===== src/design/pbrr_pkg.sv =====
// Shared constants, codes and types of the bitmap round robin scheduler.
`timescale 1ns / 1ps
package pbrr_pkg;

   localparam int NUM_THREADS_DEF    = 32;
   localparam int NUM_LEVELS_DEF     = 32;
   localparam int NUM_WAIT_LISTS_DEF = 8;

   localparam int MODE_W   = 3;
   localparam int TID_W    = 5;
   localparam int PRIO_W   = 5;
   localparam int WLIST_W  = 3;
   localparam int STATUS_W = 2;

   localparam logic [MODE_W-1:0] MODE_ADD     = 3'd0;
   localparam logic [MODE_W-1:0] MODE_START   = 3'd1;
   localparam logic [MODE_W-1:0] MODE_TICK    = 3'd2;
   localparam logic [MODE_W-1:0] MODE_BLOCK   = 3'd3;
   localparam logic [MODE_W-1:0] MODE_UNBLOCK = 3'd4;

   localparam logic [STATUS_W-1:0] STAT_OK          = 2'd0;
   localparam logic [STATUS_W-1:0] STAT_NO_READY    = 2'd1;
   localparam logic [STATUS_W-1:0] STAT_WAIT_EMPTY  = 2'd2;
   localparam logic [STATUS_W-1:0] STAT_NOT_STARTED = 2'd3;

   typedef enum logic [2:0] {
      ST_IDLE,
      ST_READ,
      ST_LINK,
      ST_PUSH,
      ST_FIX
   } pbrr_state_type;

endpackage


===== src/design/pbrr_ram.sv =====
// Simple dual port synchronous RAM, one write and one registered read port.
`timescale 1ns / 1ps
module pbrr_ram #(
   parameter int WIDTH = 8,
   parameter int DEPTH = 32,
   localparam int AW = (DEPTH > 1) ? $clog2(DEPTH) : 1
) (
   input  logic             clock,
   input  logic             wr_en,
   input  logic [AW-1:0]    wr_addr,
   input  logic [WIDTH-1:0] wr_data,
   input  logic [AW-1:0]    rd_addr,
   output logic [WIDTH-1:0] rd_data
);

   logic [WIDTH-1:0] mem [DEPTH];
   logic [WIDTH-1:0] rd_data_ff;

   always_ff @(posedge clock) begin
      if (wr_en) begin
         mem[wr_addr] <= wr_data;
      end
      rd_data_ff <= mem[rd_addr];
   end

   assign rd_data = rd_data_ff;

endmodule


===== src/design/priority_bitmap_round_robin_scheduler.sv =====
// Top level: command sequencer of the bitmap round robin scheduler.
// Steps per item after acceptance: READ (early exits), READ and LINK (start, tick),
// READ, LINK and FIX (add), READ, LINK, PUSH and FIX (block, unblock).
// Flow: one item at a time; a new item is taken only in idle once the previous result
// has been taken. The steps follow from the registered read port of the table RAMs.
// Reset (synchronous): no thread present, all levels and wait lists empty, not started.
`timescale 1ns / 1ps
module priority_bitmap_round_robin_scheduler #(
   parameter int NUM_THREADS    = pbrr_pkg::NUM_THREADS_DEF,
   parameter int NUM_LEVELS     = pbrr_pkg::NUM_LEVELS_DEF,
   parameter int NUM_WAIT_LISTS = pbrr_pkg::NUM_WAIT_LISTS_DEF
) (
   input  logic        clock,
   input  logic        reset,
   input  logic        req_tvalid,
   output logic        req_tready,
   // mode[2:0], thread_id[7:3], priority_req[12:8], wait_list[15:13]
   input  logic [15:0] req_tdata,
   output logic        rsp_tvalid,
   input  logic        rsp_tready,
   // active_thread[4:0], active_valid[5], moved_thread[10:6], status[12:11], zero[15:13]
   output logic [15:0] rsp_tdata
);

   // Thread index width, link width (one extra code for "none"), level and list widths.
   localparam int TIDW  = (NUM_THREADS > 1) ? $clog2(NUM_THREADS) : 1;
   localparam int LINKW = $clog2(NUM_THREADS + 1);
   localparam int LVLW  = $clog2(NUM_LEVELS);
   localparam int WLW   = (NUM_WAIT_LISTS > 1) ? $clog2(NUM_WAIT_LISTS) : 1;
   localparam logic [LINKW-1:0] NIL = LINKW'(NUM_THREADS);

   // Sequencer state and the latched item.
   pbrr_pkg::pbrr_state_type state_ff, state_in;
   logic [pbrr_pkg::MODE_W-1:0] mode_ff, mode_in;
   logic [pbrr_pkg::TID_W-1:0]  tid_ff, tid_in;
   logic [LVLW-1:0]             lvl_ff, lvl_in;
   logic [WLW-1:0]              wl_ff, wl_in;
   logic [LINKW-1:0]            node_ff, node_in;

   // Scheduler state held in flops: small or needing a reset value.
   logic [LINKW-1:0]            cur_ff, cur_in;
   logic                        started_ff, started_in;
   logic [NUM_LEVELS-1:0]       map_ff, map_in;
   logic [NUM_THREADS-1:0]      present_ff, present_in;
   logic [LINKW-1:0]            wait_head_ff [NUM_WAIT_LISTS];
   logic [LINKW-1:0]            wait_head_in [NUM_WAIT_LISTS];

   // Result register.
   logic                         rsp_valid_ff, rsp_valid_in;
   logic [pbrr_pkg::TID_W-1:0]   rsp_active_ff, rsp_active_in;
   logic                         rsp_act_valid_ff, rsp_act_valid_in;
   logic [pbrr_pkg::TID_W-1:0]   rsp_moved_ff, rsp_moved_in;
   logic [pbrr_pkg::STATUS_W-1:0] rsp_status_ff, rsp_status_in;

   // RAM ports: next link, previous link, thread level, level head.
   logic             next_we, prev_we, level_we, head_we;
   logic [TIDW-1:0]  next_waddr, prev_waddr, level_waddr, node_raddr;
   logic [LINKW-1:0] next_wdata, prev_wdata, head_wdata;
   logic [LVLW-1:0]  level_wdata, head_waddr, head_raddr;
   logic [LINKW-1:0] next_rd, prev_rd, head_rd;
   logic [LVLW-1:0]  level_rd;

   // Decode helpers.
   logic [LVLW-1:0]              top_lvl;
   logic                         map_any;
   logic [pbrr_pkg::WLIST_W-1:0] wl_mod;
   logic [LINKW-1:0]             h_link;
   logic                         finish;
   logic [LINKW-1:0]             fin_moved;
   logic [pbrr_pkg::STATUS_W-1:0] fin_status;

   pbrr_ram #(.WIDTH(LINKW), .DEPTH(NUM_THREADS)) u_next_ram (
      .clock   (clock),
      .wr_en   (next_we),
      .wr_addr (next_waddr),
      .wr_data (next_wdata),
      .rd_addr (node_raddr),
      .rd_data (next_rd)
   );

   pbrr_ram #(.WIDTH(LINKW), .DEPTH(NUM_THREADS)) u_prev_ram (
      .clock   (clock),
      .wr_en   (prev_we),
      .wr_addr (prev_waddr),
      .wr_data (prev_wdata),
      .rd_addr (node_raddr),
      .rd_data (prev_rd)
   );

   pbrr_ram #(.WIDTH(LVLW), .DEPTH(NUM_THREADS)) u_level_ram (
      .clock   (clock),
      .wr_en   (level_we),
      .wr_addr (level_waddr),
      .wr_data (level_wdata),
      .rd_addr (node_raddr),
      .rd_data (level_rd)
   );

   pbrr_ram #(.WIDTH(LINKW), .DEPTH(NUM_LEVELS)) u_head_ram (
      .clock   (clock),
      .wr_en   (head_we),
      .wr_addr (head_waddr),
      .wr_data (head_wdata),
      .rd_addr (head_raddr),
      .rd_data (head_rd)
   );

   // Highest ready level: lowest set bit of the level map.
   always_comb begin
      top_lvl = '0;
      for (int i = NUM_LEVELS - 1; i >= 0; i--) begin
         if (map_ff[i]) begin
            top_lvl = LVLW'(i);
         end
      end
      map_any = |map_ff;
   end

   // Wait list number taken modulo the list count by repeated subtraction.
   always_comb begin
      wl_mod = req_tdata[15:13];
      for (int i = 0; i < 8; i++) begin
         if (int'(wl_mod) >= NUM_WAIT_LISTS) begin
            wl_mod = pbrr_pkg::WLIST_W'(int'(wl_mod) - NUM_WAIT_LISTS);
         end
      end
   end

   assign req_tready = (state_ff == pbrr_pkg::ST_IDLE) && !rsp_valid_ff;

   always_comb begin
      state_in   = state_ff;
      mode_in    = mode_ff;
      tid_in     = tid_ff;
      lvl_in     = lvl_ff;
      wl_in      = wl_ff;
      node_in    = node_ff;
      cur_in     = cur_ff;
      started_in = started_ff;
      map_in     = map_ff;
      present_in = present_ff;
      wait_head_in = wait_head_ff;

      rsp_valid_in     = rsp_valid_ff && !rsp_tready;
      rsp_active_in    = rsp_active_ff;
      rsp_act_valid_in = rsp_act_valid_ff;
      rsp_moved_in     = rsp_moved_ff;
      rsp_status_in    = rsp_status_ff;

      next_we     = 1'b0;
      next_waddr  = '0;
      next_wdata  = NIL;
      prev_we     = 1'b0;
      prev_waddr  = '0;
      prev_wdata  = NIL;
      level_we    = 1'b0;
      level_waddr = '0;
      level_wdata = '0;
      head_we     = 1'b0;
      head_waddr  = '0;
      head_wdata  = NIL;
      node_raddr  = TIDW'(cur_ff);
      head_raddr  = lvl_ff;
      h_link      = NIL;

      finish     = 1'b0;
      fin_moved  = NIL;
      fin_status = pbrr_pkg::STAT_OK;

      case (state_ff)
         pbrr_pkg::ST_IDLE: begin
            // Latch the item; saturate the level and wrap the wait list number.
            if (req_tvalid && req_tready) begin
               mode_in = req_tdata[2:0];
               tid_in  = req_tdata[7:3];
               if (int'(req_tdata[12:8]) >= NUM_LEVELS) begin
                  lvl_in = LVLW'(NUM_LEVELS - 1);
               end else begin
                  lvl_in = LVLW'(req_tdata[12:8]);
               end
               wl_in    = WLW'(wl_mod);
               state_in = pbrr_pkg::ST_READ;
            end
         end

         pbrr_pkg::ST_READ: begin
            // Check the early exits and issue the table reads.
            case (mode_ff)
               pbrr_pkg::MODE_ADD: begin
                  if (int'(tid_ff) >= NUM_THREADS || present_ff[TIDW'(tid_ff)]) begin
                     finish = 1'b1;
                  end else begin
                     node_in    = LINKW'(tid_ff);
                     head_raddr = lvl_ff;
                     state_in   = pbrr_pkg::ST_LINK;
                  end
               end
               pbrr_pkg::MODE_START: begin
                  started_in = 1'b1;
                  if (!map_any) begin
                     cur_in     = NIL;
                     fin_status = pbrr_pkg::STAT_NO_READY;
                     finish     = 1'b1;
                  end else begin
                     head_raddr = top_lvl;
                     state_in   = pbrr_pkg::ST_LINK;
                  end
               end
               pbrr_pkg::MODE_TICK: begin
                  if (!started_ff) begin
                     fin_status = pbrr_pkg::STAT_NOT_STARTED;
                     finish     = 1'b1;
                  end else if (!map_any) begin
                     cur_in     = NIL;
                     fin_status = pbrr_pkg::STAT_NO_READY;
                     finish     = 1'b1;
                  end else begin
                     node_raddr = TIDW'(cur_ff);
                     head_raddr = top_lvl;
                     state_in   = pbrr_pkg::ST_LINK;
                  end
               end
               pbrr_pkg::MODE_BLOCK: begin
                  if (!started_ff) begin
                     fin_status = pbrr_pkg::STAT_NOT_STARTED;
                     finish     = 1'b1;
                  end else if (cur_ff >= NIL) begin
                     fin_status = pbrr_pkg::STAT_NO_READY;
                     finish     = 1'b1;
                  end else begin
                     node_in    = cur_ff;
                     node_raddr = TIDW'(cur_ff);
                     state_in   = pbrr_pkg::ST_LINK;
                  end
               end
               pbrr_pkg::MODE_UNBLOCK: begin
                  if (wait_head_ff[wl_ff] >= NIL) begin
                     fin_status = pbrr_pkg::STAT_WAIT_EMPTY;
                     finish     = 1'b1;
                  end else begin
                     node_in    = wait_head_ff[wl_ff];
                     node_raddr = TIDW'(wait_head_ff[wl_ff]);
                     state_in   = pbrr_pkg::ST_LINK;
                  end
               end
               default: begin
                  finish = 1'b1;
               end
            endcase
         end

         pbrr_pkg::ST_LINK: begin
            case (mode_ff)
               pbrr_pkg::MODE_ADD: begin
                  // Push onto the head of the level list.
                  h_link = map_ff[lvl_ff] ? head_rd : NIL;
                  if (h_link < NIL) begin
                     prev_we    = 1'b1;
                     prev_waddr = TIDW'(h_link);
                     prev_wdata = node_ff;
                  end
                  next_we     = 1'b1;
                  next_waddr  = TIDW'(node_ff);
                  next_wdata  = h_link;
                  level_we    = 1'b1;
                  level_waddr = TIDW'(node_ff);
                  level_wdata = lvl_ff;
                  head_we     = 1'b1;
                  head_waddr  = lvl_ff;
                  head_wdata  = node_ff;
                  map_in[lvl_ff] = 1'b1;
                  present_in[TIDW'(node_ff)] = 1'b1;
                  state_in    = pbrr_pkg::ST_FIX;
               end
               pbrr_pkg::MODE_START: begin
                  cur_in = head_rd;
                  finish = 1'b1;
               end
               pbrr_pkg::MODE_TICK: begin
                  // Rotate within the level, wrap to its head, or jump to the top level.
                  if (cur_ff < NIL && level_rd == top_lvl) begin
                     cur_in = (next_rd < NIL) ? next_rd : head_rd;
                  end else begin
                     cur_in = head_rd;
                  end
                  finish = 1'b1;
               end
               pbrr_pkg::MODE_BLOCK: begin
                  // Unlink the active thread from its level list.
                  lvl_in = level_rd;
                  if (prev_rd < NIL) begin
                     next_we    = 1'b1;
                     next_waddr = TIDW'(prev_rd);
                     next_wdata = next_rd;
                  end else begin
                     head_we    = 1'b1;
                     head_waddr = level_rd;
                     head_wdata = next_rd;
                  end
                  if (next_rd < NIL) begin
                     prev_we    = 1'b1;
                     prev_waddr = TIDW'(next_rd);
                     prev_wdata = prev_rd;
                  end
                  if (prev_rd >= NIL && next_rd >= NIL) begin
                     map_in[level_rd] = 1'b0;
                  end
                  state_in = pbrr_pkg::ST_PUSH;
               end
               default: begin
                  // Unblock: pop the wait list head, then fetch the level head.
                  lvl_in = level_rd;
                  wait_head_in[wl_ff] = next_rd;
                  if (next_rd < NIL) begin
                     prev_we    = 1'b1;
                     prev_waddr = TIDW'(next_rd);
                     prev_wdata = NIL;
                  end
                  head_raddr = level_rd;
                  state_in   = pbrr_pkg::ST_PUSH;
               end
            endcase
         end

         pbrr_pkg::ST_PUSH: begin
            if (mode_ff == pbrr_pkg::MODE_BLOCK) begin
               h_link = wait_head_ff[wl_ff];
               wait_head_in[wl_ff] = node_ff;
               cur_in = NIL;
            end else begin
               h_link     = map_ff[lvl_ff] ? head_rd : NIL;
               head_we    = 1'b1;
               head_waddr = lvl_ff;
               head_wdata = node_ff;
               map_in[lvl_ff] = 1'b1;
            end
            if (h_link < NIL) begin
               prev_we    = 1'b1;
               prev_waddr = TIDW'(h_link);
               prev_wdata = node_ff;
            end
            next_we    = 1'b1;
            next_waddr = TIDW'(node_ff);
            next_wdata = h_link;
            state_in   = pbrr_pkg::ST_FIX;
         end

         pbrr_pkg::ST_FIX: begin
            // The moved thread is now a list head: clear its back link.
            prev_we    = 1'b1;
            prev_waddr = TIDW'(node_ff);
            prev_wdata = NIL;
            fin_moved  = node_ff;
            finish     = 1'b1;
         end

         default: begin
            state_in = pbrr_pkg::ST_IDLE;
         end
      endcase

      // Load the result register and return to idle.
      if (finish) begin
         state_in         = pbrr_pkg::ST_IDLE;
         rsp_valid_in     = 1'b1;
         rsp_act_valid_in = cur_in < NIL;
         rsp_active_in    = (cur_in < NIL) ? pbrr_pkg::TID_W'(cur_in) : '0;
         rsp_moved_in     = (fin_moved < NIL) ? pbrr_pkg::TID_W'(fin_moved) : '0;
         rsp_status_in    = fin_status;
      end
   end

   always_ff @(posedge clock) begin
      if (reset) begin
         state_ff     <= pbrr_pkg::ST_IDLE;
         cur_ff       <= NIL;
         started_ff   <= 1'b0;
         map_ff       <= '0;
         present_ff   <= '0;
         rsp_valid_ff <= 1'b0;
         for (int i = 0; i < NUM_WAIT_LISTS; i++) begin
            wait_head_ff[i] <= NIL;
         end
      end else begin
         state_ff     <= state_in;
         cur_ff       <= cur_in;
         started_ff   <= started_in;
         map_ff       <= map_in;
         present_ff   <= present_in;
         rsp_valid_ff <= rsp_valid_in;
         wait_head_ff <= wait_head_in;
      end
   end

   // Payload registers, no reset needed.
   always_ff @(posedge clock) begin
      mode_ff          <= mode_in;
      tid_ff           <= tid_in;
      lvl_ff           <= lvl_in;
      wl_ff            <= wl_in;
      node_ff          <= node_in;
      rsp_active_ff    <= rsp_active_in;
      rsp_act_valid_ff <= rsp_act_valid_in;
      rsp_moved_ff     <= rsp_moved_in;
      rsp_status_ff    <= rsp_status_in;
   end

   assign rsp_tvalid = rsp_valid_ff;
   assign rsp_tdata  = {3'b000, rsp_status_ff, rsp_moved_ff, rsp_act_valid_ff, rsp_active_ff};

endmodule


===== config.mk =====
export PLATFORM = sky130hd
export DESIGN_NAME = priority_bitmap_round_robin_scheduler
export DESIGN_NICKNAME = d
export VERILOG_FILES = /design/src/design/pbrr_pkg.sv /design/src/design/pbrr_ram.sv /design/src/design/priority_bitmap_round_robin_scheduler.sv
export SDC_FILE = /design/constraint.sdc
export NUM_CORES = 1
export LEC_CHECK = 0
export BUFFER_PORTS_ARGS = -buffer_cell sky130_fd_sc_hd__buf_2
export CAP_MARGIN = 15
export CORE_ASPECT_RATIO = 1.2
export CORE_UTILIZATION = 45
export CTS_CLUSTER_DIAMETER = 100
export CTS_CLUSTER_SIZE = 12
export DETAILED_ROUTE_END_ITERATION = 12
export HOLD_SLACK_MARGIN = 0.05
export SYNTH_ARGS = -nofsm -noshare
export SYNTH_HDL_FRONTEND = slang
export SYNTH_HIERARCHICAL = 1
export SYNTH_SLANG_ARGS = --single-unit

===== constraint.sdc =====
create_clock -name clock -period 11 [get_ports clock]
set_clock_uncertainty 0.05 [all_clocks]
set_input_delay 2.2 -clock clock [delete_from_list [all_inputs] [get_ports clock]]
set_output_delay 2.2 -clock clock [all_outputs]
set_load 0.03 [all_outputs]

==> summary.md, run 1 <==
| Metric | Value |
|---|---|
| Post-DP HPWL | 58830 µm |
| Ordered list of cells on the worst path | or2_2 -> nor2_1 -> nand2_1 -> nor3_1 -> nand2b_1 -> or3_1 -> or3b_2 -> nor2_1 |
| Core Util, Final | 50.27% |
| Number of routed nets with antenna violations | 0 |
| Std-Cell Rows | 116 |
| Setup tns final | 0 ns |
| Quantity of gates resized following cts | 0 |
| Largest net degree at the start of global routing | 99 |
| PwrDens | 172.7 mW/mm² |
| Worst Path Arrival | 5.62 ns |
| Critical register-to-register path startpoint | mode_ff[1] |
| Cell type contributing the most total cell area after synthesis | edfxtp_1 |
| Slew at the pin with the worst max-slew slack | 1.187 ns |
| CTS hold repair buffers | 0 |
| Register area share after synthesis | about two thirds |
| Total of flip-flops plus latches after synthesis | ~920 |
| Number of buffer cells added on primary ports | 34 |
| Via-to-Cell Ratio | 5.993 |
| Peak ir drop on the vdd network | 142.4 µV |
| # Max-Cap Violations | 0 |
| Antenna cell count | 0 |
| Ranking of synthesized cells by area | edfxtp_1 61%, mux4_2 15%, dfxtp_1 7.7% |
| Number of standard cells after synthesis | 2319 |
| Number of cells in the design after placement | between 3k and 4k |
| Clock Pin Slew Worst Setup and Hold Paths | roughly 0.070 ns |
| Standby leakage power | about 12 nW |
| RSZ-0062 raised after global routing | false |
| First-pass DRT Iterations | 6 |
| Number of distinct library cell variants in the gate-level netlist after synthesis | 70 |
| DR DRC count | 0 |
| Count of boundary I/O pins | 38 |
| Inserted Clock Buffers | 86 |
| TritonCTS clock tree | built |
| Final Instance Count excl. Fillers | 3526 |
| Post-layout nets | 2354 |
| Synth Warn # | 6 |
| Area of the die | 0.08565 mm² |
| Via Count | between 20k and 25k |
| Final worst hold slack | 0.4208 ns |
| Worst setup SP type | flip-flop |
| CORE AREA | 0.08346 mm² |
| Deepest level of the CTS H-tree | 3 |
| Critical path fanouts, max | 19 |
| Minimum period implied by the final worst setup slack | approximately 5.4 ns |
| Clock insertion delay at the later pin of the skew report | 0.66 ns |
| Overall global routing resource usage | 21.43% |
| Largest buffer count on any clock path | 3 |
| Number of antenna violations at the first check in global routing | 3 |
| Number of fill cells | slightly below 7k |
| Final setup violating endpoints | 0 |
| Wire length of the first global-routing pass | 136800 µm |
| Cell with the largest stage delay on the worst path | nor3_1 |
| Die Width | 267.3 µm |
| Pins Over Slew Limit | 0 |
| Layout overhead on the synthesized area | 10.36% |
| Endpoint kind of the worst setup timing path | flip-flop |
| Via count of the first global-routing pass | 21.50k |
| Fraction of final layout cells with drive strength greater than 1 | roughly a fifth |
| Timing startpoint of the critical path | mode_ff[1] |
| Routed wirelength normalized by instance count | between 20 and 30 µm |
| Clock root cell | clkbuf_16 |
| Total congestion overflow | 0 |
| Main flop type after synthesis | edfxtp_1 |
| Share of flip-flops with an asynchronous set or reset after synthesis | 0% |
| Number of enable-type register cells in the synthesized netlist | 771 |
| Data required, critical path | 11.21 ns |
| Remaining max-slew budget at the tightest pin | 20.63% |
| Netlist Area Pre-Place | 0.03801 mm² |
| Routability-driven placement congestion ratio | between 0.8 and 0.9 |
| Number of failing hold endpoints at the final stage | 0 |
| Crit path max-delay family | simple AND/OR/NAND/NOR gates |
| Share of Yosys cell area claimed by the top area cell type | between 60% and 70% |
| CP bufs+invs | 0 |
| Mean instance size in the synthesized netlist | 16.39 µm² |
| Initial core utilization | 45.55% |
| Worst setup path class | flip-flop to flip-flop |
| Most frequent CP cell | nor2_1 |
| Status | finished clean |
| Number of clock sinks | 917 |
| Worst min-delay path category | flip-flop to flip-flop |
| Final worst path period share | 49.14% |
| Critical hold path startpoint | present_ff[12] |
| Detailed Route WL | 90280 µm |
| Delay of the slowest critical-path stage | 0.79 ns |
| Buffer count from post-CTS setup fixing | 0 |
| Detailed Route Iter0 Violations | 2027 |
| Highest clock rate | 0.1850 GHz |
| Vertical extent of the die | between 300 and 400 µm |
[flip-flops by register name, indices dropped and copies added (netlist names), 6 cells and up]
name,flops
u_head_ram/mem,192
u_next_ram/mem,192
u_prev_ram/mem,192
u_level_ram/mem,160
wait_head_ff,48
map_ff,32
present_ff,32
cur_ff,6
node_ff,6
u_head_ram/rd_data,6
u_next_ram/rd_data,6
u_prev_ram/rd_data,6
[cells in the mapped netlist, drive strengths merged, types with 2 or more instances]
master  number
nor2       281
a221oi       2
o311a        4
or2          3
a22oi       11
nand3       20
o211ai       2
inv         14
a211oi      43
o22a         5
and3b        6
o21ai       85
buf         40
nor3b       12
o22ai        8
or3          9
a31oi       13
a222oi       5
and3        13
or4          4
and2        11
or3b        15
nand3b      27
dfxtp      146
mux2i       13
mux4       256
a32oi        3
a21o         7
nor4        13
nor2b       12
edfxtp     771
nor3        36
nand2      119
xor2         2
a22o        19
a21oi      110
nand2b      19
mux2        33
o31ai        2
and4         2
clkbuf     105
o21bai       2
[per-stage QoR]
stage / power (W) / area [µm²] / worst slack [ns]
5_1_grt: 0.007475 / 41950 / 5.153
2_1_floorplan: 0.004358 / 38020 / 7.015
4_1_cts: 0.007305 / 41820 / 5.478
3_5_place_dp: 0.004561 / 39290 / 5.501
6_report: 0.007244 / 41950 / 5.594
3_3_place_gp: 0.004551 / 39280 / 5.609
[cell type report]
| type | instances | area [µm²] | share of cell area (%) |
|---|---|---|---|
| Clock buffer | 155 | 2475 | 5.899 |
| Clock inverter | 4 | 50.05 | 0.1193 |
| Inverter | 15 | 56.30 | 0.1342 |
| Multi-Input combinational cell | 1244 | 11350 | 27.06 |
| Sequential cell | 917 | 26080 | 62.15 |
| Tap cell | 1121 | 1403 | 3.343 |
| Timing Repair Buffer | 70 | 543.0 | 1.294 |
[path summary, 6_finish.rpt]
| kind | endpoint | slack (ns) | cells after the start |
|---|---|---|---|
| setup / recovery | u_prev_ram/mem[20][3] | 5.59 | 8 |
| hold / removal | present_ff[12] | 0.42 | 2 |
| setup reg to reg | u_prev_ram/mem[20][3] | 5.59 | 8 |
| hold reg to reg | present_ff[12] | 0.42 | 2 |
[power breakdown]
group	internal, W	leakage (nW)	switching (W)	total [W]
sequential	0.00379	7.37	0.000107	0.00389
clock	0.00152	1.20	0.00123	0.00275
combinational	0.000257	3.23	0.000343	0.000600
total	0.00556	11.8	0.00168	0.00724
[layer usage]
| metal | wire [µm] | GRT usage (%) | up-vias |
|---|---|---|---|
| li1 | - | - | 9222 |
| met1 | 36400 | 28.12 | 10975 |
| met2 | 45930 | 36.51 | 754 |
| met3 | 5441 | 3.440 | 177 |
| met4 | 2489 | 6.577 | 2 |
| met5 | 13 | 0 | - |
[tightest hold or removal path, cell delays in order (launching register included)]
cell and delay, ns:
dfxtp_1 0.32, a21oi_1 0.04, nor2_1 0.07
[cells by family (layout without fill, tap and decap cells)]
| kind of cell | Yosys count | after routing | synth area share, % |
|---|---|---|---|
| compound gates | 332 | 332 | 5.431 |
| xor+xnor | 3 | 3 | 0.06913 |
| buf+inv | 160 | 244 | 1.843 |
| flops | 917 | 917 | 68.59 |
| mux | 302 | 302 | 16.57 |
| other cells | 1 | 3 | 0.009865 |
| simple gates | 604 | 604 | 7.485 |
[cells in the final DEF, fill, tap and decap left out, types with 7 or more instances in the layout]
cell,count
or3b_2,14
nand2b_1,19
a211oi_1,42
mux4_2,256
a22oi_1,11
and2_1,9
clkbuf_1,66
and3_1,13
a31oi_1,11
nor4_1,13
buf_2,33
o22ai_1,8
a21oi_1,108
nand3b_1,27
nor2b_1,12
dfxtp_1,146
a22o_1,19
o21ai_0,76
nor2_1,281
clkbuf_16,90
edfxtp_1,771
buf_4,30
mux2_2,26
mux2i_1,12
or3_1,9
nand2_1,118
a21o_1,7
nor3b_1,12
inv_1,14
nand3_1,20
nor3_1,36
No activity file was read; power rests on OpenSTA's default activity.
==> run 2, diff against run 1 <==
==> constraint.sdc (replaced) <==
create_clock -name clock -period 5.31 [get_ports clock]
set_clock_uncertainty 0.05 [all_clocks]
set_input_delay 1.062 -clock clock [delete_from_list [all_inputs] [get_ports clock]]
set_output_delay 1.062 -clock clock [all_outputs]
set_load 0.03 [all_outputs]
==> run 2 against run 1 <==
Effect of this change:
- worst hold slack worse by 0.0028 ns
- worst setup slack worse by 5.1 ns
- core utilization up 0.40 points
==> summary.md, run 2 (synthesis results as in run 1) <==
| Metric | Value |
|---|---|
| Worst min-delay path category | flip-flop to flip-flop |
| Layout overhead on the synthesized area | 11.25% |
| Pins Over Slew Limit | 0 (unchanged) |
| Standby leakage power | 11.97 nW (+1.5%) |
| Final worst path period share | 90.08% (+41 points) |
| Clock Pin Slew Worst Setup and Hold Paths | 0.06 ns (about the same) |
| Detailed Route WL | 91210 µm (+1.0%) |
| Final Instance Area | 0.04229 mm² (+0.80%) |
| Final Worst Setup Slack | 0.5267 ns (-5.068 ns) |
| Registers with the highest flip-flop counts | u_head_ram/mem (192), u_next_ram/mem (192), u_prev_ram/mem (192) |
| Worst setup path class | flip-flop to flip-flop |
| Design Power | 0.01515 W (+110%) |
| Setup tns final | 0 ns (unchanged) |
| # Max-Cap Violations | 0 (unchanged) |
| Routed wirelength normalized by instance count | 25.67 µm (+0.26%) |
| Pre-CTS setup slack | 0.5927 ns (-4.908 ns) |
| Peak ir drop on the vdd network | 293.2 µV (+110%) |
| Via Count | 21.15k (+0.11%) |
| Highest clock rate | 0.2091 GHz (+13%) |
| Initial core utilization | 45.55% (unchanged) |
| Std-Cell Rows | 116 (unchanged) |
| Worst Path Arrival | 5.01 ns (-0.61 ns) |
| Largest net degree at the start of global routing | 67 (-32%) |
| Post-DP HPWL | 60200 µm (+2.3%) |
| Via-to-Cell Ratio | 5.954 (-0.65%) |
| Deepest level of the CTS H-tree | 3 (unchanged) |
| Data required, critical path | 5.53 ns (-5.68 ns) |
| Antenna cell count | 0 (unchanged) |
| Highest-count cells in the layout ignoring fill and taps | 771 x edfxtp_1, 281 x nor2_1, 256 x mux4_2 |
| First-pass DRT Iterations | 5 (-1) |
| Remaining max-slew budget at the tightest pin | 20.10% (-0.54 points) |
| Number of fill cells | 6778 (-1.1%) |
| Buffer count from post-CTS setup fixing | 0 (unchanged) |
| Via count of the first global-routing pass | 21.38k (-0.54%) |
| Area of the die | 0.08565 mm² (unchanged) |
| Quantity of gates resized following cts | 0 (unchanged) |
| Wire length of the first global-routing pass | 137600 µm (+0.59%) |
| CTS hold repair buffers | 0 (unchanged) |
| Detailed Route Iter0 Violations | 2245 (+11%) |
| PwrDens | 358.2 mW/mm² (+110%) |
| Clock root cell | clkbuf_16 |
| Slew at the pin with the worst max-slew slack | 1.186 ns (-0.001144 ns) |
| TritonCTS clock tree | built |
| Final setup violating endpoints | 0 (unchanged) |
| FF/Latch Area | 0.02608 mm² (unchanged) |
| DR DRC count | 0 (unchanged) |
| Area of combinational cells with multiple inputs | 0.01136 mm² (about the same) |
| Critical path fanouts, max | 14 (-5) |
| Vertical extent of the die | 320.4 µm (unchanged) |
| Count of boundary I/O pins | 38 (unchanged) |
| Leading cell type in the layout, fill and taps excluded | edfxtp_1 |
| Inserted Clock Buffers | 86 (unchanged) |
| CORE AREA | 0.08346 mm² (unchanged) |
| Fraction of final layout cells with drive strength greater than 1 | 21.30% (+0.93 points) |
| Number of routed nets with antenna violations | 0 (unchanged) |
| Die Width | 267.3 µm (unchanged) |
| Overall global routing resource usage | 21.64% (+0.22 points) |
| Clock insertion delay at the later pin of the skew report | 0.65 ns (about the same) |
| Number of clock sinks | 917 (unchanged) |
| Worst setup SP type | flip-flop |
| Post-placement cell area | 0.03957 mm² (+0.71%) |
| Final worst hold slack | 0.4180 ns (-0.002769 ns) |
| Total congestion overflow | 0 (unchanged) |
| RSZ-0062 raised after global routing | false |
| Endpoint kind of the worst setup timing path | flip-flop |
| Number of buffer cells added on primary ports | 34 (unchanged) |
| Number of failing hold endpoints at the final stage | 0 (unchanged) |
| Status | finished clean |
| Minimum period implied by the final worst setup slack | 4.783 ns (-0.6224 ns) |
| Post-layout nets | 2378 (+1.0%) |
| Largest buffer count on any clock path | 3 (unchanged) |
| Routability-driven placement congestion ratio | 0.8689 (-1.9%) |
| Number of antenna violations at the first check in global routing | 3 (unchanged) |
## run 2: routing by layer
metal / global-route usage (%) / share of wire [%] / vias up
met3: 3.086 / 5.8 / 145
met5: 0 / 0.037 / -
met4: 6.871 / 2.3 / 6
met2: 37.13 / 52 / 750
li1: - / - / 9266
met1: 28.36 / 40 / 10987
## run 2: worst max-delay path, cell delays in order (launching register included)
cell and delay [ns]:
edfxtp_1 0.85, mux4_2 0.42, a22o_1 0.24, a221oi_1 0.26, and3_1 0.47, nor3_1 0.22, a222oi_1 0.27, o21ai_0 0.25
buf_4 0.25, or3b_2 0.52, nor2_1 0.57
## run 2: per-stage QoR
step / util, % / std cells
final: 50.67 / 3553
after global routing: 50.67 / 3553
after CTS: 50.49 / 3545
after detailed placement: 47.42 / 3383
after global placement: 47.42 / 3383
after floorplan: - / 2321
## run 2: report_power, final
group          switching [W]  internal (W)
registers           0.000219       0.00784
logic               0.000731      0.000566
clock network        0.00259       0.00320
## run 2: final timing paths
| path | from | end | slack [ns] | cells after the start |
|---|---|---|---|---|
| min | present_ff[23] | present_ff[23] | 0.42 | 2 |
| min reg2reg | present_ff[23] | present_ff[23] | 0.42 | 2 |
| max | lvl_ff[1] | u_prev_ram/mem[9][3] | 0.53 | 10 |
| max reg2reg | lvl_ff[1] | u_prev_ram/mem[9][3] | 0.53 | 10 |
## run 2: area by class of cell
cell class                      count  share of cell area [%]
Inverter                           15                  0.1331
Tap cell                         1121                   3.317
Timing Repair Buffer               94                   1.956
Clock inverter                      4                 0.09172
Multi-Input combinational cell   1244                   26.86
Clock buffer                      158                   5.979
Sequential cell                   917                   61.66
